### config.mk
export PLATFORM = sky130hd
export DESIGN_NAME = json_string_escaper_utf8_top
export DESIGN_NICKNAME = d
export VERILOG_FILES = /design/src/rtl/core/jse_pkg.sv /design/src/rtl/core/jse_decode.sv /design/src/rtl/core/jse_emit.sv /design/src/rtl/core/json_string_escaper_utf8_top.sv
export SDC_FILE = /design/constraint.sdc
export NUM_CORES = 1
export LEC_CHECK = 0
export BUFFER_PORTS_ARGS = -buffer_cell sky130_fd_sc_hd__buf_2
export CAP_MARGIN = 5
export CORE_ASPECT_RATIO = 0.6
export CORE_MARGIN = 4
export CORE_UTILIZATION = 50
export DETAILED_ROUTE_END_ITERATION = 8
export HOLD_SLACK_MARGIN = 0.12
export PLACE_DENSITY = 0.67
export REMOVE_ABC_BUFFERS = 1
export SYNTH_ARGS = -nofsm -noshare
export SYNTH_HDL_FRONTEND = slang
export SYNTH_SLANG_ARGS = --single-unit
export TNS_END_PERCENT = 100
### constraint.sdc
create_clock -name i_clk -period 4.43 [get_ports i_clk]
set_input_delay 0 -clock i_clk [delete_from_list [all_inputs] [get_ports i_clk]]
set_output_delay 0 -clock i_clk [all_outputs]
set_load 0.05 [all_outputs]
### src/rtl/core/jse_pkg.sv
package jse_pkg;

    localparam logic [6:0] C_BSLASH   = 7'h5C;
    localparam logic [6:0] C_LETTER_U = 7'h75;
    localparam logic [6:0] C_QUOTE    = 7'h22;
    localparam logic [6:0] C_SLASH    = 7'h2F;
    localparam logic [6:0] C_NUL      = 7'h00;

    localparam logic [3:0] C_CNT_ONE  = 4'd1;
    localparam logic [3:0] C_CNT_ESC  = 4'd2;
    localparam logic [3:0] C_CNT_UNIT = 4'd6;
    localparam logic [3:0] C_CNT_PAIR = 4'd12;

    typedef enum logic [1:0] {
        K_CHAR,
        K_ESC,
        K_UNIT
    } t_kind;

    // Everything one input item produces, expanded later one character a cycle while the output is not stalled.
    typedef struct packed {
        logic        has;
        t_kind       kind;
        logic [3:0]  cnt;
        logic [6:0]  chr;
        logic [15:0] u0;
        logic [15:0] u1;
    } t_res;

    function automatic logic [6:0] hex_char(input logic [3:0] nib);
        logic [6:0] r;
        if (nib < 4'd10) begin
            r = 7'h30 + {3'b000, nib};
        end else begin
            r = 7'h37 + {3'b000, nib};
        end
        return r;
    endfunction

endpackage

### src/rtl/core/jse_decode.sv
module jse_decode (
    input  logic             i_clk,
    input  logic             i_rst_n,
    input  logic             i_fire,
    input  logic [7:0]       i_byte,
    output jse_pkg::t_res    o_res
);

    logic [20:0] r_acc, n_acc;
    logic [1:0]  r_left, n_left;
    logic [7:0]  r_lead, n_lead;
    logic        r_first, n_first;
    logic        r_err, n_err;

    logic [20:0] cp;
    logic [19:0] sp;
    logic        bad;
    jse_pkg::t_res res;

    assign cp = {r_acc[14:0], i_byte[5:0]};
    assign sp = cp[19:0] - 20'h10000;

    always_comb begin
        n_acc   = r_acc;
        n_left  = r_left;
        n_lead  = r_lead;
        n_first = r_first;
        n_err   = r_err;
        bad     = 1'b0;
        res.has  = 1'b0;
        res.kind = jse_pkg::K_CHAR;
        res.cnt  = jse_pkg::C_CNT_ONE;
        res.chr  = i_byte[6:0];
        res.u0   = {8'h00, i_byte};
        res.u1   = {6'b110111, sp[9:0]};
        if (i_byte == 8'h00) begin
            // End of string: success only with no error and no open sequence.
            if (!r_err && r_left == 2'd0) begin
                res.has = 1'b1;
                res.chr = jse_pkg::C_NUL;
            end
            n_acc   = '0;
            n_left  = '0;
            n_lead  = '0;
            n_first = 1'b0;
            n_err   = 1'b0;
        end else if (r_err) begin
            n_err = 1'b1;
        end else if (r_left != 2'd0) begin
            bad = (i_byte[7:6] != 2'b10) ||
                  (r_first && ((r_lead == 8'hE0 && i_byte < 8'hA0) ||
                               (r_lead == 8'hF0 && i_byte < 8'h90) ||
                               (r_lead == 8'hF4 && i_byte >= 8'h90)));
            if (bad) begin
                n_err   = 1'b1;
                n_acc   = '0;
                n_left  = '0;
                n_lead  = '0;
                n_first = 1'b0;
            end else begin
                n_first = 1'b0;
                n_acc   = cp;
                n_left  = r_left - 2'd1;
                if (r_left == 2'd1) begin
                    n_acc  = '0;
                    n_lead = '0;
                    if ((cp >= 21'hD800 && cp <= 21'hDFFF) || cp > 21'h10FFFF) begin
                        n_err = 1'b1;
                    end else if (cp <= 21'h00FFFF) begin
                        res.has  = 1'b1;
                        res.kind = jse_pkg::K_UNIT;
                        res.cnt  = jse_pkg::C_CNT_UNIT;
                        res.u0   = cp[15:0];
                    end else begin
                        res.has  = 1'b1;
                        res.kind = jse_pkg::K_UNIT;
                        res.cnt  = jse_pkg::C_CNT_PAIR;
                        res.u0   = {6'b110110, sp[19:10]};
                    end
                end
            end
        end else if (i_byte < 8'h20) begin
            res.has  = 1'b1;
            res.kind = jse_pkg::K_UNIT;
            res.cnt  = jse_pkg::C_CNT_UNIT;
        end else if (i_byte < 8'h80) begin
            res.has = 1'b1;
            if (i_byte[6:0] == jse_pkg::C_QUOTE || i_byte[6:0] == jse_pkg::C_BSLASH ||
                i_byte[6:0] == jse_pkg::C_SLASH) begin
                res.kind = jse_pkg::K_ESC;
                res.cnt  = jse_pkg::C_CNT_ESC;
            end
        end else if (i_byte < 8'hC2 || i_byte >= 8'hF5) begin
            n_err = 1'b1;
        end else begin
            n_lead  = i_byte;
            n_first = 1'b1;
            if (i_byte < 8'hE0) begin
                n_acc  = {16'h0000, i_byte[4:0]};
                n_left = 2'd1;
            end else if (i_byte < 8'hF0) begin
                n_acc  = {17'h00000, i_byte[3:0]};
                n_left = 2'd2;
            end else begin
                n_acc  = {18'h00000, i_byte[2:0]};
                n_left = 2'd3;
            end
        end
    end

    assign o_res = res;

    always_ff @(posedge i_clk) begin
        if (!i_rst_n) begin
            r_acc   <= '0;
            r_left  <= '0;
            r_lead  <= '0;
            r_first <= 1'b0;
            r_err   <= 1'b0;
        end else if (i_fire) begin
            r_acc   <= n_acc;
            r_left  <= n_left;
            r_lead  <= n_lead;
            r_first <= n_first;
            r_err   <= n_err;
        end
    end

endmodule

### src/rtl/core/jse_emit.sv
module jse_emit (
    input  logic             i_clk,
    input  logic             i_rst_n,
    input  logic             i_load,
    input  jse_pkg::t_res    i_res,
    output logic             o_ready,
    output logic             o_valid,
    input  logic             i_stall,
    output logic [6:0]       o_char
);

    logic          r_valid;
    jse_pkg::t_res r_res;
    logic [3:0]    r_idx;

    logic          take;
    logic          last;
    logic          hi;
    logic [2:0]    pos;
    logic [3:0]    pos_w;
    logic [15:0]   unit;

    assign take    = r_valid && !i_stall;
    assign last    = (r_idx == (r_res.cnt - 4'd1));
    assign o_ready = !r_valid || (take && last);
    assign o_valid = r_valid;

    // The second code unit of a surrogate pair starts at character six.
    assign hi    = (r_idx >= 4'd6);
    assign pos_w = hi ? (r_idx - 4'd6) : r_idx;
    assign pos   = pos_w[2:0];
    assign unit  = hi ? r_res.u1 : r_res.u0;

    always_comb begin
        o_char = jse_pkg::C_NUL;
        unique case (r_res.kind)
            jse_pkg::K_CHAR: begin
                o_char = r_res.chr;
            end
            jse_pkg::K_ESC: begin
                o_char = (r_idx == 4'd0) ? jse_pkg::C_BSLASH : r_res.chr;
            end
            jse_pkg::K_UNIT: begin
                unique case (pos)
                    3'd0:    o_char = jse_pkg::C_BSLASH;
                    3'd1:    o_char = jse_pkg::C_LETTER_U;
                    3'd2:    o_char = jse_pkg::hex_char(unit[15:12]);
                    3'd3:    o_char = jse_pkg::hex_char(unit[11:8]);
                    3'd4:    o_char = jse_pkg::hex_char(unit[7:4]);
                    3'd5:    o_char = jse_pkg::hex_char(unit[3:0]);
                    default: o_char = jse_pkg::C_NUL;
                endcase
            end
            default: o_char = jse_pkg::C_NUL;
        endcase
    end

    always_ff @(posedge i_clk) begin
        if (!i_rst_n) begin
            r_valid <= 1'b0;
            r_idx   <= '0;
        end else if (i_load) begin
            r_valid <= 1'b1;
            r_idx   <= '0;
        end else if (take && last) begin
            r_valid <= 1'b0;
        end else if (take) begin
            r_idx <= r_idx + 4'd1;
        end
    end

    always_ff @(posedge i_clk) begin
        if (i_load) begin
            r_res <= i_res;
        end
    end

endmodule

### src/rtl/core/json_string_escaper_utf8_top.sv
// Channel   Direction  Handshake          Payload
// input     in         i_valid / o_stall  i_in_byte  (8 bits)
// output    out        o_valid / i_stall  o_out_char (7 bits)
//
// An input item is registered, decoded in one pass and written to the result
// register once the emitter is ready; it then leaves at one character per cycle while the output is not stalled.
// Items expand to 0, 1, 2, 6 or 12 characters; a control byte expands to six.
// Reset is synchronous and active low and clears the UTF-8 state and both stages.
// A stall on the output holds the result register and, once it is full, the
// input register too.
module json_string_escaper_utf8_top (
    input  logic       i_clk,
    input  logic       i_rst_n,
    input  logic       i_valid,
    output logic       o_stall,
    input  logic [7:0] i_in_byte,
    output logic       o_valid,
    input  logic       i_stall,
    output logic [6:0] o_out_char
);

    logic          r_in_valid;
    logic [7:0]    r_in_byte;

    logic          emit_ready;
    logic          advance;
    logic          accept;
    jse_pkg::t_res res;

    assign advance = r_in_valid && emit_ready;
    assign o_stall = r_in_valid && !emit_ready;
    assign accept  = i_valid && !o_stall;

    always_ff @(posedge i_clk) begin
        if (!i_rst_n) begin
            r_in_valid <= 1'b0;
        end else if (accept) begin
            r_in_valid <= 1'b1;
        end else if (advance) begin
            r_in_valid <= 1'b0;
        end
    end

    always_ff @(posedge i_clk) begin
        if (accept) begin
            r_in_byte <= i_in_byte;
        end
    end

    jse_decode u_decode (
        .i_clk   (i_clk),
        .i_rst_n (i_rst_n),
        .i_fire  (advance),
        .i_byte  (r_in_byte),
        .o_res   (res)
    );

    jse_emit u_emit (
        .i_clk   (i_clk),
        .i_rst_n (i_rst_n),
        .i_load  (advance && res.has),
        .i_res   (res),
        .o_ready (emit_ready),
        .o_valid (o_valid),
        .i_stall (i_stall),
        .o_char  (o_out_char)
    );

endmodule

Word level (Yosys, flattened, before mapping)
Cells that the tools add are included.

word-level totals
  bits in read-only memories = 0
  input bits = 12
  output and inout port bits = 9
  word-level logic and storage cells = 188
  register bits after elaboration = 80
  bits in latches = 0
  RAM bits = 0
  memories kept = 0

operators by class
  equality and inequality tests = 21
  order comparisons = 18
  multipliers = 0
  reductions and logical operators = 40
  add/sub/neg operators = 13
  mux-type cells = 75
  bitwise operators = 5
  shifts and indexed selects = 0
  divide/modulo/power cells = 0

operators by type and width
  operator                  count
  $mux W15                  9
  $mux W8                   14
  $mux W7                   14
  $add A6 B4 Y7 const A     8
  $lt A8 B8 Y1 const B      6
  $le A21 B16 Y1 const B    2
  $pmux W7 S6               1
  $mux W16                  2
  $eq A8 B8 Y1 const B      3
  $mux W1                   22
  $ge A21 B16 Y1 const B    1
  $gt A21 B21 Y1 const B    1
  $pmux W7 S3               1
  $sub A20 B17 Y20 const B  1
  $ge A8 B8 Y1 const B      2
  $lt A4 B4 Y1 const B      4
  $mux W2                   8
  $eq A7 B6 Y1 const B      2
  $logic_and A1 B1 Y1       12
  $ne A3 B1 Y1 const B      3
  $logic_not A8 Y1          1
  $logic_or A1 B1 Y1        8
  $lt A8 B6 Y1 const B      1
  $mux W4                   2
  28 further kinds          44

Longest topological paths before layout
  depth in word-level cells = 12
  gate-level depth with buffers = 9
  gate-level depth less buffers = 8

Cells and area by module
Synthesis repeated with hierarchy kept, for this count alone.

unflattened totals
  cells, all modules = 502
  area total of the unflattened synthesis = 4,996.0 um2

modules (own cells, without submodules)
  module                        sequential area each (um2)  times used  area an instance (um2)  cells an instance
  jse_emit                      1,451.4                     1           2,698.8                 231
  jse_decode                    540.5                       1           1,996.9                 257
  json_string_escaper_utf8_top  260.2                       1           300.3                   14

Least setup slack after synthesis
Ideal clock, no wire load.

  kind = register -> output
  start = register u_emit.r_idx[0]
  end = output o_out_char[1]
  cell stages (with the launch flop) = 7
  arrival time = 3.717 ns
  setup slack = 0.713 ns
  required time = 4.430 ns
  buffers on the path = 0
  path through = dfxtp_1 -> clkinv_1 -> ha_1 -> o21a_1 -> nor2_1 -> mux4_2 -> o311ai_0

on the way
  longest elaborated chain between the ends = 6
  elaborated cells between the ends (all ways) = 30
  classes of those cells = add/sub (9); order compare (5); eq/ne (5); mux (9); reduce/logical (2)

ends and longest elaborated chain
  what                                   line                                RTL
  start: declaration                     jse_emit.sv:14                      logic [3:0] r_idx;
  start signal: assignment               jse_emit.sv:68                      r_idx <= r_idx + 4'd1;
  $ge A4 B3 Y1                           jse_emit.sv:29                      assign hi = (r_idx >= 4'd6);
  $mux W16                               jse_emit.sv:32                      assign unit = hi ? r_res.u1 : r_res.u0;
  $add A6 B4 Y7 (tied with other cells)  jse_pkg.sv:35                       r = 7'h37 + {3'b000, nib};
  $mux W7                                jse_pkg.sv:32                       if (nib < 4'd10) begin
  $pmux W7 S6                            jse_emit.sv:44                      unique case (pos)
  $pmux W7 S3 *                          jse_emit.sv:36                      unique case (r_res.kind)
  end: declaration                       json_string_escaper_utf8_top.sv:19  output logic [6:0] o_out_char

Mark *: on every way between the ends. The rest lies on a longest branch, timed or not.

Final worst setup path
  start = register r_in_byte[5]
  end = register u_emit.r_res[9] in the netlist's numbering (enable)

on the way
  longest elaborated chain between the ends = 11
  elaborated cells between the ends (all ways) = 27
  classes of those cells = order compare (8); mux (8); reduce/logical (11)

ends and longest elaborated chain
  what                                                    line                                RTL
  start: declaration                                      json_string_escaper_utf8_top.sv:23  logic [7:0] r_in_byte;
  start signal: assignment                                json_string_escaper_utf8_top.sv:46  r_in_byte <= i_in_byte;
  branches (longest 9 deep; another with $ge A21 B16 Y1)  --
  $mux W1 *                                               jse_decode.sv:36                    if (i_byte == 8'h00) begin
  $logic_and A1 B1 Y1 *                                   json_string_escaper_utf8_top.sv:61  .i_load (advance && res.has),
  named net u_emit.i_load                                 jse_emit.sv:4                       input logic i_load,
  end signal: assignment                                  jse_emit.sv:74                      r_res <= i_res;
  end: declaration                                        jse_emit.sv:13                      jse_pkg::t_res r_res;

Mark *: on every way through the listed nets, which the timed path passes.
A chain may end at the register's enable or synchronous reset.

==> flow_metrics.tcl <==
set metrics [dict create \
    min_path_type "input port to flop" \
    r2r_slack_ns 1.02 \
    grt_start_max_net_pins 38 \
    slew_violations 0 \
    crit_arrival_ns 3.39 \
    rsz0062_at_grt "no" \
    gp_congestion 0.888 \
    finalCriticalPeriod_ns 3.41 \
    dr.pass1.iters 5 \
    endpoint "u_emit.r_res[9]$_DFFE_PP_" \
    dp_cells 549 \
    wl_per_cell_um 19.6 \
    ys_seq_area_frac 0.465 \
    fill_cells 729 \
    clk_latency_ns 0.33 \
    cts.path.max_buffers 2 \
    critPathKind "flop to flop" \
    vias 3594 \
    cts_resized 0 \
    syn_avg_cell_area_um2 9.91 \
    cpPeakStageDelay_ns 0.71 \
    setup_viol 0 \
    yosysWarnings 0 \
    drv_cap 0 \
    cts.sinks 79 \
    worst_setup_path_end_kind "flop" \
    postRouteAntennaNets 0 \
    clockRootBuffer "clkbuf_16" \
    worstMarginPinSlew_ns 0.914 \
    layout_commonest_cell "edfxtp_1" \
    path_clk_slew_ns 0.06 \
    required_ns 4.41 \
    drc 0 \
    cp_cell_sequence "nand2_1 > nor4_1 > mux2_2 > a211o_1 > o21ai_0 > and2_1 > buf_4" \
    synthArstFlopShare 0 \
    synth_enable_flop_cells 46 \
    fin_crit_sh 0.769 \
    synth_cell_type_count 58 \
    critPathSlowestCell "edfxtp_1" \
    insertedDiodeCount 0 \
    ir_worst_vdd_v 0.000250 \
    worstReg2RegStart "r_in_byte[5]$_DFFE_PP_" \
    cp-startpoint "r_in_byte[5]$_DFFE_PP_" \
    start_kind "flop" \
    io-pin-count 21 \
    yosys_most_used_dff "edfxtp_1" \
    skew_ns 0.00745 \
    cts_inserted_buffers 9 \
    p_leak_uw 0.00174 \
    drt_iter0_drc 374 \
    finalNonFillerCells 575 \
    rows 26 \
    dp_hpwl_mm 8.23 \
    slew_headroom 0.390 \
    port_buffers 20 \
    crit_fanout 37 \
    viasPerCell 6.25 \
    cts_max_level 3 \
    start_util 0.515 \
    drt_wl_total_mm 11.3 \
    status "finished, final reports clean" \
    gr-total-overflow 0 \
    final_util 0.585 \
    hold_violations 0 \
    max_clock_freq_ghz 0.293 \
    synth-seq-cells 79 \
    r2r-end "u_emit.r_res[9]$_DFFE_PP_" \
    fin_nets 480 \
    synth_area_mm2 0.00439 \
    post_cts_buffers 0 \
    fin_tns_setup_ns 0 \
    ff2ff_path_depth 7 \
    synthCells 443 \
    die_width_um 129 \
    antenna_found_initial 0 \
    core_region_area_mm2 0.00852 \
    final_cell_mix "edfxtp_1 (46), nor2_1 (33), dfxtp_1 (33)" \
    grt_pass1_vias 3282 \
    area_growth_syn_to_layout_pct 13.6 \
    drive_gt1_frac 0.132 \
    die_h_um 80.6 \
    grt.total_usage 0.231 \
    dieArea_mm2 0.0104 \
    grt_pass1_wl_mm 18.3 \
    p_per_area_mw_per_mm2 367 \
    cts_tree "done" \
]
## per-layer routing
metal | GRT usage | part of all wire
met1 | 0.380 | 0.52
met2 | 0.301 | 0.39
met3 | 0.0492 | 0.079
met4 | 0.0451 | 0.011
met5 | 0 | 0
## repair_timing
action / CTS / global route
hold endpoints to repair: 12 / 0
setup endpoints to repair: 0 / 0
hold buffers: 10 / 0
## worst min-delay path by stage
stage                       startpoint                     endpoint  cells past startpoint
final                          i_stall  u_emit.o_valid$_SDFFE_PN0P_                      5
after floorplan           i_in_byte[0]       r_in_byte[0]$_DFFE_PP_                      0
after global routing           i_stall  u_emit.o_valid$_SDFFE_PN0P_                      5
after CTS                      i_stall  u_emit.o_valid$_SDFFE_PN0P_                      5
after detailed placement  i_in_byte[5]       r_in_byte[5]$_DFFE_PP_                      1
after global placement    i_in_byte[7]       r_in_byte[7]$_DFFE_PP_                      1
## where the power goes
group / switching, µW / total, µW / internal (µW)
registers: 32.6 / 837 / 805
clock network: 294 / 850 / 556
logic: 88.4 / 142 / 53.6
## synth_stat cells, types with 4 or more instances
cell | number | area share
edfxtp_1 | 46 | 0.31
dfxtp_1 | 33 | 0.15
nor2_1 | 33 | 0.028
o21ai_0 | 31 | 0.035
nand2_1 | 30 | 0.026
a21oi_1 | 24 | 0.027
clkbuf_1 | 23 | 0.020
inv_1 | 19 | 0.016
xnor2_1 | 15 | 0.030
a22o_1 | 14 | 0.028
nand2b_1 | 14 | 0.020
nor3_1 | 14 | 0.016
a211oi_1 | 10 | 0.017
ha_1 | 10 | 0.029
mux2_2 | 8 | 0.021
nand4_1 | 8 | 0.011
nor3b_1 | 8 | 0.014
buf_2 | 7 | 0.0080
o21a_1 | 7 | 0.012
mux2i_1 | 6 | 0.014
o22ai_1 | 6 | 0.0086
nand3_1 | 5 | 0.0057
nor4_1 | 5 | 0.0071
and3_1 | 4 | 0.0057
mux4_2 | 4 | 0.021
or2_2 | 4 | 0.0057
or3_1 | 4 | 0.0057
## sequential cells by signal (all words and copies together), names as in the netlist
register	flops
r_in_valid	1
u_emit.r_idx	4
u_emit.r_res	38
u_decode.r_left	2
r_in_byte	8
u_decode.r_err	1
u_decode.r_lead	8
u_decode.r_first	1
u_decode.r_acc	15
u_emit.o_valid	1
## worst max-delay path: cells and delay by family (launching register included)
kind | cells | cell delay, ns
DFF | 1 | 0.71
and+or+nand+nor | 3 | 0.64
muxes | 1 | 0.43
AOI/OAI and AO/OA | 2 | 0.85
buffers and inverters | 1 | 0.40
## stage by stage
stage               total power (µW)  setup WS (ns)  cell area [µm²]  hold WS [ns]
global placement                 981           1.20             4540         0.177
floorplan                        934          0.490             4270        0.0989
detailed placement               983           1.09             4540         0.178
CTS                             1840           1.08             4980         0.248
finish                          1830           1.02             4980         0.254
global route                    1890          0.764             4980         0.286
## final cells by class
class / count / area, µm² / share of cell area
multi-input combinational: 314 / 2150 / 0.431
clock inverter: 6 / 119 / 0.0238
inverter: 20 / 75.1 / 0.0151
clock buffer: 10 / 229 / 0.0459
sequential: 79 / 2040 / 0.410
timing repair buffer: 34 / 230 / 0.0462
tap: 112 / 140 / 0.0281
## kinds of logic after synthesis
family | Yosys count | synth area share
buf+inv | 50 | 0.0448
xor+xnor | 17 | 0.0339
mux | 18 | 0.0547
fa+ha+maj | 10 | 0.0285
simple gates | 143 | 0.177
flops | 79 | 0.465
compound gates | 126 | 0.196
(Power assumes the default switching activity.)
